File: config.mk
export PLATFORM = sky130hd
export DESIGN_NAME = bccm_ctrl
export DESIGN_NICKNAME = d
export VERILOG_FILES = /design/src/rtl/bccm_pkg.sv /design/src/rtl/bccm_ctrl.sv
export SDC_FILE = /design/constraint.sdc
export NUM_CORES = 1
export LEC_CHECK = 0
export BUFFER_PORTS_ARGS = -buffer_cell sky130_fd_sc_hd__buf_4
export CAP_MARGIN = 20
export CORE_AREA = 5 5 42 44
export DETAILED_ROUTE_END_ITERATION = 10
export DIE_AREA = 0 0 47 49
export PLACE_DENSITY_LB_ADDON = 0.2
export SLEW_MARGIN = 20
export SYNTH_ARGS = -nofsm -noshare
export SYNTH_HDL_FRONTEND = slang
export SYNTH_SLANG_ARGS = --single-unit
File: constraint.sdc
create_clock -name clk -period 1.2 [get_ports clk]
set_input_delay 0.24 -clock clk [delete_from_list [all_inputs] [get_ports clk]]
set_output_delay 0.24 -clock clk [all_outputs]
set_load 0.01 [all_outputs]
File: src/rtl/bccm_pkg.sv
`timescale 1ns / 1ps
// ----------------------------------------------------------------------------
// bccm_pkg
// Shared types and constants of the bounded coin change block.
// ----------------------------------------------------------------------------
package bccm_pkg;

  localparam int MAX_PRICE = 1023;
  localparam int DEPTH     = MAX_PRICE + 1;
  localparam int ADDR_W    = $clog2(DEPTH);

  localparam int VAL_W     = 10;
  localparam int CNT_W     = 10;
  localparam int PRICE_W   = 10;
  localparam int COINS_W   = 10;
  localparam int ENTRY_W   = 11;
  localparam int CHUNK_W   = CNT_W + 1;
  localparam int STEP_W    = CNT_W + VAL_W;

  // largest value in an entry marks an amount that cannot be paid
  localparam logic [ENTRY_W-1:0] UNREACH   = {ENTRY_W{1'b1}};
  localparam logic [COINS_W-1:0] COINS_SAT = {COINS_W{1'b1}};

  typedef enum logic [2:0] {
    ST_IDLE,
    ST_CLEAR,
    ST_PLAN,
    ST_SWEEP,
    ST_LOOKUP,
    ST_REPORT
  } state_t;

  typedef struct packed {
    logic load;
    logic clr_en;
    logic plan;
    logic sweep_en;
    logic lookup;
  } cmd_t;

  typedef struct packed {
    logic first;
    logic last;
    logic rem_zero;
    logic step_big;
    logic j_zero;
    logic j_last;
    logic wr_pend;
  } status_t;

endpackage

File: src/rtl/bccm_ctrl.sv
`timescale 1ns / 1ps
// ----------------------------------------------------------------------------
// bccm_ctrl
// Sequencer: table clear, per-chunk sweeps, price lookup and report.
// ----------------------------------------------------------------------------
module bccm_ctrl (
  input  logic              clk,
  input  logic              rst_n,
  input  logic              start,
  input  bccm_pkg::status_t sts,
  output bccm_pkg::cmd_t    cmd,
  output logic              busy,
  output logic              report
);

  bccm_pkg::state_t state_r, state_nxt;

  always_ff @(posedge clk) begin
    if (!rst_n) begin
      state_r <= bccm_pkg::ST_CLEAR;
    end else begin
      state_r <= state_nxt;
    end
  end

  // next state
  always_comb begin
    state_nxt = state_r;
    case (state_r)
      bccm_pkg::ST_IDLE: begin
        if (start) begin
          state_nxt = bccm_pkg::ST_PLAN;
        end
      end
      bccm_pkg::ST_CLEAR: begin
        if (sts.j_zero) begin
          state_nxt = bccm_pkg::ST_PLAN;
        end
      end
      bccm_pkg::ST_PLAN: begin
        if (!sts.rem_zero) begin
          state_nxt = bccm_pkg::ST_SWEEP;
        end else if (sts.last) begin
          state_nxt = bccm_pkg::ST_LOOKUP;
        end else begin
          state_nxt = bccm_pkg::ST_IDLE;
        end
      end
      bccm_pkg::ST_SWEEP: begin
        if (sts.step_big || sts.j_last) begin
          state_nxt = bccm_pkg::ST_PLAN;
        end
      end
      bccm_pkg::ST_LOOKUP: state_nxt = bccm_pkg::ST_REPORT;
      bccm_pkg::ST_REPORT: state_nxt = bccm_pkg::ST_IDLE;
      default:             state_nxt = bccm_pkg::ST_IDLE;
    endcase
    // a first item clears the table before its sweeps
    if (state_r == bccm_pkg::ST_IDLE && start && sts.first) begin
      state_nxt = bccm_pkg::ST_CLEAR;
    end
  end

  // outputs
  always_comb begin
    cmd    = '0;
    busy   = 1'b1;
    report = 1'b0;
    case (state_r)
      bccm_pkg::ST_IDLE: begin
        busy     = 1'b0;
        cmd.load = start;
      end
      bccm_pkg::ST_CLEAR:  cmd.clr_en   = 1'b1;
      bccm_pkg::ST_PLAN:   cmd.plan     = !sts.rem_zero;
      bccm_pkg::ST_SWEEP:  cmd.sweep_en = !sts.step_big;
      bccm_pkg::ST_LOOKUP: cmd.lookup   = 1'b1;
      bccm_pkg::ST_REPORT: report       = 1'b1;
      default:             busy         = 1'b1;
    endcase
  end

endmodule

==> impl_metrics.json, run 1 <==
{
  "async_flop_share_pct": 0,
  "worstPathArrival_ns": 1.14,
  "cp-start-kind": "flip-flop",
  "netlist.top_cell.by_area": "dfxtp_1",
  "cts_made_buffers": 3,
  "clk_pin_slew_ns": 0.04,
  "yosysSeqAreaShare_pct": 24.7,
  "synth_seq_cells": 3,
  "reg.largest.list": "state_r: 3 flops",
  "cts_buffer_depth": 2,
  "drtAntennaViolNets": 0,
  "vias_per_cell": 4.46,
  "vias": 317,
  "die_w_um": 47,
  "maxSlewHeadroom_pct": 83.9,
  "area_growth_syn_to_layout_pct": 121,
  "cts_root_buf": "clkbuf_4",
  "numClockSinks": 3,
  "worstHoldPathType": "input pin to flip-flop",
  "dr.pass1.iters": 3,
  "r2r.worst_path.cells": 5,
  "tightest_slew_ns": 0.241,
  "synth_ff_type": "dfxtp_1",
  "dieHeight_um": 49,
  "grt_pass1_wl_um": 1220,
  "fin_crit_ns": 1.38,
  "whs_path_depth": 3,
  "max_clock_freq_mhz": 726,
  "min_period_over_period_pct": 115,
  "grt_pass1_vias": 313,
  "insertion_delay_ns": 0.23,
  "total_power_uw": 515,
  "required_ns": 0.96,
  "worstSetupPathType": "flip-flop to output port",
  "min_to": "state_r[0]$_SDFFE_PP1P_",
  "max_cap_violations": 0,
  "cts_hold_buf": 0,
  "cp_max_fo": 7,
  "initial_core_util_pct": 17.3,
  "drc": 0,
  "io_buffers": 15,
  "dp_hpwl_um": 572,
  "timing.rr.start": "state_r[2]$_SDFFE_PP0P_",
  "syn_nets": 36,
  "rrSetupSlack_ns": -0.03,
  "synth.avg_cell_area_um2": 9.34,
  "synthTopCellsByArea": "dfxtp_1 25%, nor4b_4 20%, nor2_1 6.2%",
  "layout.nets": 66,
  "clock_skew_ns": 0.000995,
  "tns_ns": -0.885,
  "final_max_slew_viol_count": 0,
  "drt_iter0_drc": 2,
  "cp-end-kind": "output port",
  "place_congestion": 0.796,
  "grt-ovfl-total": 0,
  "violations": "setup timing",
  "setup_viol": 9,
  "largest_reg_flops": 3,
  "syn_inst": 26,
  "fin_ws_ns": -0.177,
  "power_density_mw_per_mm2": 962,
  "grt_use_total_pct": 7.04,
  "totalWireLength_um": 735,
  "syn-cell-area_um2": 243,
  "wl_per_cell_um": 10.4,
  "drive_gt1_share_pct": 76.4,
  "tritoncts": "done",
  "grt_max_degree": 8,
  "core_mm2": 0.00140,
  "p_leak_uw": 0.000244,
  "ys_warn_count": 0,
  "synth_edf_count": 0,
  "peakVddDrop_v": 0.000374,
  "synth_cell_type_count": 17,
  "synth_common_cells": "4 x nor2_1, 3 x dfxtp_1",
  "holdCritStartpoint": "sts[6]",
  "outcome": "complete, but fails checks",
  "r2r-end": "state_r[2]$_SDFFE_PP0P_",
  "num_rows": 14,
  "ios": 17,
  "dieArea_mm2": 0.00230,
  "synth_top_area_share_pct": 24.7,
  "diodes": 0,
  "yosysMostFrequentCell": "nor2_1",
  "cts-htree-levels": 1,
  "rsz0062_at_grt": "true",
  "fillers": 149,
  "finalHoldViolCount": 0,
  "antenna_found_initial": 0,
  "top_register": "state_r"
}
==> critical path: stages (launching register included) <==
cell and delay, ns:
dfxtp_4 0.36, buf_6 0.12, nor4b_4 0.27, buf_4 0.16
==> stage by stage <==
step,instance area (µm²),setup WS [ns],cells,hold slack (ns),utilization [%]
finish,536,-0.177,71,0.267,38.2
CTS,510,-0.189,71,0.258,36.4
floorplan,243,0.00301,26,0.379,-
global placement,428,-0.0370,64,0.497,30.5
detailed placement,428,-0.0384,64,0.498,30.5
global route,536,-0.242,71,0.268,38.2
==> worst max path at each step <==
stage | start | to | slack (ns)
2_1_floorplan | state_r[0]$_SDFFE_PP1P_ | cmd[1] | 0.003
3_3_place_gp | state_r[0]$_SDFFE_PP1P_ | busy | -0.04
3_5_place_dp | state_r[0]$_SDFFE_PP1P_ | busy | -0.04
4_1_cts | state_r[2]$_SDFFE_PP0P_ | cmd[4] | -0.19
5_1_grt | state_r[2]$_SDFFE_PP0P_ | cmd[4] | -0.24
6_report | state_r[2]$_SDFFE_PP0P_ | cmd[4] | -0.18
==> kinds of logic after synthesis <==
| kind of cell | Yosys count | synth area share, % |
|---|---|---|
| flops | 3 | 24.7 |
| simple gates | 14 | 47.9 |
| buf+inv | 1 | 3.09 |
| compound gates | 8 | 24.2 |
==> layout by cell type, fill, tap and decap left out <==
master    count
o211ai_1      1
nor2b_1       1
nor2b_2       1
buf_6         5
buf_4        21
a21bo_1       1
or3_4         1
a311oi_2      1
clkbuf_4      3
nor3b_2       2
a21oi_2       1
a21boi_2      1
nand2b_1      1
nor3_1        1
and2_4        1
a211o_1       1
dfxtp_2       1
nor2_1        4
clkbuf_1      1
a31oi_1       1
dfxtp_4       2
a21oi_1       1
nor4b_4       2
==> what timing repair did <==
item,in CTS,in global routing
resized for setup,11,7
endpoints found under the setup margin,8,10
pin swaps,4,8
setup buffers,4,1
==> per-layer routing <==
metal / routed length [µm] / track usage, %
met2: 379 / 10.9
met5: 0 / 0
met1: 303 / 8.33
met4: 0 / 5.53
met3: 51 / 0.738
==> area by class of cell <==
type                       instances  area (µm²)  area share (%)
timing repair buffer              26         214            40.0
multi-input combinational         22         206            38.6
sequential                         3        68.8            12.9
clock buffer                       4        26.3            4.91
tap                               16        20.0            3.74
==> where the power goes <==
| part | internal, µW | switching (µW) | total, µW |
|---|---|---|---|
| sequential | 111 | 14.6 | 126 |
| combinational | 128 | 86.0 | 214 |
| clock | 125 | 51.1 | 176 |
Note: power is estimated with default switching activity, not from simulation.
==> inputs of run 2 (changes only) <==
--- a/config.mk
+++ b/config.mk
@@ -7,6 +7,8 @@
 export LEC_CHECK = 0
 export BUFFER_PORTS_ARGS = -buffer_cell sky130_fd_sc_hd__buf_4
 export CAP_MARGIN = 20
+export CELL_PAD_IN_SITES_DETAIL_PLACEMENT = 1
+export CELL_PAD_IN_SITES_GLOBAL_PLACEMENT = 1
 export CORE_AREA = 5 5 42 44
 export DETAILED_ROUTE_END_ITERATION = 10
 export DIE_AREA = 0 0 47 49
==> run 2 against run 1 <==
  * The flow still finishes with violations (setup timing)
  * Combinational power shrank 4%
  * Global-route usage increased by 1.1 points
  * Non-clock buffer count decreased by 3
  * Final cell count down 4.2%
  * First-iteration DRC count fell by 50%
  * Clock power barely moved
  * Power is 2.6% higher
  * Setup slack better by 0.025 ns
  * Worst hold slack worse by 0.014 ns
  * Register-to-register slack gained 0.09 ns
  * Largest cell class is now multi-input gates
  * Largest power group unchanged
==> impl_metrics.json, run 2 (same netlist as run 1, synthesis figures left out) <==
{
  "outcome": "complete, but fails checks",
  "violations": "setup timing",
  "use_met2_pct": 11.8,
  "cp-end-kind": "output port",
  "area_growth_syn_to_layout_pct": 111,
  "final_max_slew_viol_count": 0,
  "cp_max_fo": 7,
  "use_met1_pct": 9.19,
  "crit_end": "busy",
  "final_common_cell": "buf_4",
  "required_ns": 0.96,
  "total_power_uw": 528,
  "fin_ws_ns": -0.152,
  "dieArea_mm2": 0.00230,
  "p_leak_uw": 0.000229,
  "slowest_stage": "or3_4",
  "vias": 308,
  "cts_made_buffers": 3,
  "worstSetupStartpoint": "state_r[2]$_SDFFE_PP0P_",
  "drtAntennaViolNets": 0,
  "final_cell_mix": "19 x buf_4, 4 x buf_6, 3 x nor2_1, 3 x clkbuf_4, 3 x dfxtp_4",
  "netSwitchingFraction_pct": 30.5,
  "peakVddDrop_v": 0.000368,
  "max_cap_violations": 0,
  "final_area_um2": 513,
  "insertion_delay_ns": 0.23,
  "antenna_found_initial": 0,
  "whs_path_depth": 3,
  "grt_max_degree": 10,
  "wl_per_cell_um": 12.3,
  "cts_root_buf": "clkbuf_4",
  "dieHeight_um": 49,
  "finalHoldViolCount": 0,
  "grt_pass1_vias": 332,
  "layout.nets": 63,
  "max_clock_freq_mhz": 740,
  "timing.rr.start": "state_r[1]$_SDFFE_PP0P_",
  "holdWs_ns": 0.253,
  "grt-ovfl-total": 0,
  "grt_use_total_pct": 8.16,
  "drt_iter0_drc": 1,
  "rrSetupSlack_ns": 0.06,
  "place_congestion": 0.748,
  "setup_viol": 6,
  "cp-start-kind": "flip-flop",
  "tritoncts": "done",
  "power_switching_uw": 161,
  "p_int_uw": 367,
  "dr.pass1.iters": 2,
  "cts_buffer_depth": 2,
  "cp.depth": 2,
  "reg.largest.list": "state_r: 3 flops",
  "place_area_um2": 405,
  "totalWireLength_um": 833,
  "worstSetupPathType": "flip-flop to output port",
  "fin_crit_ns": 1.35,
  "grt_pass1_wl_um": 1340,
  "top_usage_layer": "met2",
  "crit_buf_inv": 1,
  "clk_pin_slew_ns": 0.04,
  "final_util_pct": 36.6,
  "r2r-end": "state_r[1]$_SDFFE_PP0P_",
  "worstPathArrival_ns": 1.11,
  "die_w_um": 47,
  "path_cells": "or3_4, buf_6",
  "io_buffers": 15,
  "dp_hpwl_um": 640,
  "cts-htree-levels": 1,
  "num_rows": 14,
  "clkPwrFrac_pct": 33.6,
  "ios": 17,
  "seqPwrFrac_pct": 27.5,
  "cts_hold_buf": 0,
  "r2r.worst_path.cells": 4,
  "numClockSinks": 3,
  "worstHoldPathType": "input pin to flip-flop",
  "maxSlewHeadroom_pct": 78.9,
  "comb_power_share_pct": 38.9,
  "vias_per_cell": 4.53,
  "clock_skew_ns": 0.00111,
  "largest_reg_flops": 3,
  "power_density_mw_per_mm2": 1030,
  "tightest_slew_ns": 0.314,
  "min_period_over_period_pct": 113,
  "drive_gt1_share_pct": 73.1,
  "initial_core_util_pct": 17.3,
  "met3_usage_pct": 2.58,
  "drc": 0,
  "diodes": 0,
  "core_mm2": 0.00140,
  "top_register": "state_r",
  "critPathTopFamily": "simple AND/OR/NAND/NOR gates",
  "rsz0062_at_grt": "true",
  "cpPeakStageDelay_ns": 0.39
}
[run 2: repair_timing]
item | in CTS | in global routing
cloned | 0 | 0
setup buffers | 3 | 1
resized for setup | 12 | 5
pin swaps | 4 | 5
hold endpoints to repair | 0 | 0
setup endpoints to repair | 8 | 8
[run 2: worst min-delay path by stage]
| stage | from | to | slack (ns) |
|---|---|---|---|
| after floorplan | sts[6] | state_r[0]$_SDFFE_PP1P_ | 0.38 |
| after global placement | sts[6] | state_r[0]$_SDFFE_PP1P_ | 0.49 |
| after detailed placement | sts[6] | state_r[0]$_SDFFE_PP1P_ | 0.50 |
| after CTS | sts[6] | state_r[0]$_SDFFE_PP1P_ | 0.25 |
| after global routing | sts[6] | state_r[0]$_SDFFE_PP1P_ | 0.24 |
| final | sts[6] | state_r[0]$_SDFFE_PP1P_ | 0.25 |
[run 2: worst register-to-register path, cell delays in order, from the launching register on]
cell and delay, ns:
dfxtp_4 0.41, nor4b_4 0.07, buf_4 0.14, a311oi_1 0.32
a21oi_2 0.09
[run 2: per-stage QoR]
stage / std cells / worst slack (ns) / TNS, ns
after global routing: 68 / -0.189 / -1.07
after CTS: 68 / -0.161 / -0.738
after floorplan: 26 / 0.00301 / 0
final: 68 / -0.152 / -0.643
after detailed placement: 61 / -0.0727 / -0.266
after global placement: 61 / -0.0674 / -0.123
[run 2: metal layers]
layer / vias up / routed length, µm / share of wire (%)
li1: 152 / - / -
met2: 14 / 400 / 48
met4: 0 / 18 / 2.2
met1: 140 / 336 / 40
met3: 2 / 78 / 9.4
met5: - / 0 / 0
[run 2: area by class of cell]
| cell class | count | area [µm²] |
|---|---|---|
| Fill cell | 172 | 888 |
| Clock buffer | 4 | 26.3 |
| Sequential cell | 3 | 71.3 |
| Timing Repair Buffer | 23 | 188 |
| Multi-Input combinational cell | 22 | 208 |
| Tap cell | 16 | 20.0 |
[run 2: power by group through the flow]
stage | clock [µW] | combinational, µW | sequential [µW]
2_1_floorplan | 0 | 85.2 | 128
3_3_place_gp | 0 | 154 | 140
3_5_place_dp | 0 | 158 | 140
4_1_cts | 187 | 188 | 143
5_1_grt | 203 | 224 | 149
6_report | 178 | 205 | 145
==> inputs of run 3 (changes only) <==
--- a/config.mk
+++ b/config.mk
@@ -12,7 +12,7 @@
 export CORE_AREA = 5 5 42 44
 export DETAILED_ROUTE_END_ITERATION = 10
 export DIE_AREA = 0 0 47 49
-export PLACE_DENSITY_LB_ADDON = 0.2
+export PLACE_DENSITY_LB_ADDON = 0.1
 export SLEW_MARGIN = 20
 export SYNTH_ARGS = -nofsm -noshare
 export SYNTH_HDL_FRONTEND = slang
==> run 3 against run 2 <==
  * The flow still finishes with violations (setup timing)
  * Critical path depth grew 1
  * Clock power shrank 5%
  * Final cell count shrank 1.5%
  * Worst hold slack gained 0.016 ns
  * Power shrank 0.56%
  * Critical endpoint is now cmd[2]
  * Global-route usage grew 0.065 points
  * Register-to-register slack lost 0.04 ns
  * Clock-buffer cell count is the same
  * Critical path type unchanged
  * Combinational power is essentially flat
  * Via count grew 1.3%
==> impl_metrics.json, run 3 (same netlist as run 1, synthesis figures left out) <==
{
  "peakVddDrop_v": 0.000367,
  "dieHeight_um": 49,
  "dr.pass1.iters": 4,
  "num_rows": 14,
  "grt_max_degree": 12,
  "top_register": "state_r",
  "crit_buf_inv": 2,
  "path_cells": "buf_6, nor4b_4, buf_4",
  "totalWireLength_um": 830,
  "tightest_slew_ns": 0.228,
  "timing.rr.start": "state_r[2]$_SDFFE_PP0P_",
  "grt_pass1_vias": 328,
  "whs_path_depth": 3,
  "cts-htree-levels": 1,
  "place_ws_ns": -0.0680,
  "cts_hold_buf": 0,
  "core_mm2": 0.00140,
  "dieArea_mm2": 0.00230,
  "max_cap_violations": 0,
  "insertion_delay_ns": 0.23,
  "comb_power_share_pct": 39.3,
  "drc": 0,
  "clkPwrFrac_pct": 32.2,
  "antenna_found_initial": 0,
  "maxSlewHeadroom_pct": 84.7,
  "tritoncts": "done",
  "worstHoldPathType": "input pin to flip-flop",
  "clk_pin_slew_ns": 0.03,
  "vias_per_cell": 4.66,
  "cts_made_buffers": 3,
  "cp-end-kind": "output port",
  "vias": 312,
  "r2r.worst_path.cells": 5,
  "cp_max_fo": 6,
  "power_switching_uw": 157,
  "final_cell_mix": "15 x buf_4, 7 x buf_6, 3 x nor2_1, 3 x clkbuf_4, 3 x dfxtp_4",
  "wl_per_cell_um": 12.4,
  "fin_crit_ns": 1.35,
  "p_int_uw": 369,
  "power_density_mw_per_mm2": 998,
  "io_buffers": 15,
  "final_max_slew_viol_count": 0,
  "clock_skew_ns": 0.000981,
  "min_to": "state_r[0]$_SDFFE_PP1P_",
  "seqPwrFrac_pct": 28.5,
  "p_leak_uw": 0.000228,
  "rrSetupSlack_ns": 0.02,
  "cp-start-kind": "flip-flop",
  "reg.largest.list": "state_r: 3 flops",
  "worstSetupPathType": "flip-flop to output port",
  "drtAntennaViolNets": 0,
  "required_ns": 0.96,
  "place_congestion": 0.643,
  "drive_gt1_share_pct": 72.5,
  "drt_iter0_drc": 2,
  "r2r-end": "state_r[1]$_SDFFE_PP0P_",
  "cts_buffer_depth": 2,
  "dp_hpwl_um": 633,
  "violations": "setup timing",
  "initial_core_util_pct": 17.3,
  "setup_viol": 6,
  "max_clock_freq_mhz": 739,
  "holdCritStartpoint": "sts[6]",
  "ios": 17,
  "final_area_um2": 527,
  "final_common_cell": "buf_4",
  "rsz0062_at_grt": "true",
  "grt-ovfl-total": 0,
  "cts_root_buf": "clkbuf_4",
  "critPathTopFamily": "flip-flops",
  "die_w_um": 47,
  "holdWs_ns": 0.269,
  "numClockSinks": 3,
  "layout.nets": 62,
  "place_area_um2": 398,
  "finalHoldViolCount": 0,
  "outcome": "complete, but fails checks",
  "diodes": 0,
  "fin_ws_ns": -0.153,
  "slowest_stage": "dfxtp_4",
  "worstPathArrival_ns": 1.11,
  "netSwitchingFraction_pct": 29.8,
  "grt_pass1_wl_um": 1360,
  "cpPeakStageDelay_ns": 0.37,
  "largest_reg_flops": 3,
  "min_period_over_period_pct": 113,
  "grt_use_total_pct": 8.22,
  "area_growth_syn_to_layout_pct": 117
}
==> run 3: cell count changes in the layout (fill, tap and decap cells not counted) <==
cell,change
a21oi_1,+1
nor2b_1,-1
a21oi_2,-1
buf_4,-4
buf_6,+3
nor3b_4,+1
nor3b_2,-1
nor2b_4,+1
==> run 3: worst max path at each step <==
stage,from,end,slack [ns],cells after the start
6_report,state_r[0]$_SDFFE_PP1P_,cmd[2],-0.15,3
5_1_grt,state_r[0]$_SDFFE_PP1P_,cmd[2],-0.22,3
4_1_cts,state_r[0]$_SDFFE_PP1P_,cmd[2],-0.16,3
3_5_place_dp,state_r[1]$_SDFFE_PP0P_,state_r[1]$_SDFFE_PP0P_,-0.07,4
3_3_place_gp,state_r[1]$_SDFFE_PP0P_,state_r[1]$_SDFFE_PP0P_,-0.07,4
2_1_floorplan,state_r[0]$_SDFFE_PP1P_,cmd[1],0.003,2
==> run 3: power groups by stage <==
stage	sequential, µW	combinational (µW)	clock, µW
global placement	141	150	0
CTS	148	186	177
floorplan	128	85.2	0
detailed placement	141	150	0
global route	155	225	183
finish	150	206	169
==> run 3: layout make-up <==
type                    instances  area (µm²)
multi-input cells              22         218
fillers                       177         875
repair buffers                 22         191
well taps                      16        20.0
flip-flops and latches          3        71.3
clock buffers                   4        26.3
==> run 3: routing by layer <==
metal	vias to the layer above	GRT usage, %	share of wire [%]
li1	151	-	-
met1	152	8.08	35
met4	0	5.53	0
met2	9	14.5	60
met5	-	0	0
met3	0	1.48	5.1
==> run 3: metrics by stage <==
step	std cells	utilization (%)	setup TNS, ns	total power [µW]
floorplan	26	-	0	214
CTS	66	35.7	-0.746	512
detailed placement	60	28.4	-0.317	291
global route	67	37.6	-1.07	563
finish	67	37.6	-0.687	525
global placement	60	28.4	-0.270	291
==> run 3: timing repair <==
item / CTS / global route
hold endpoints to repair: 0 / 0
setup buffers: 3 / 1
setup endpoints to repair: 9 / 7
gates resized for setup: 17 / 5
pin swaps: 5 / 2
cloned: 0 / 0
==> run 3: worst reg2reg max path, stage by stage, from the launching register on <==
cell	delay [ns]
dfxtp_4	0.37
nand2b_4	0.17
buf_6	0.12
buf_6	0.10
a211o_1	0.22
a21oi_1	0.12
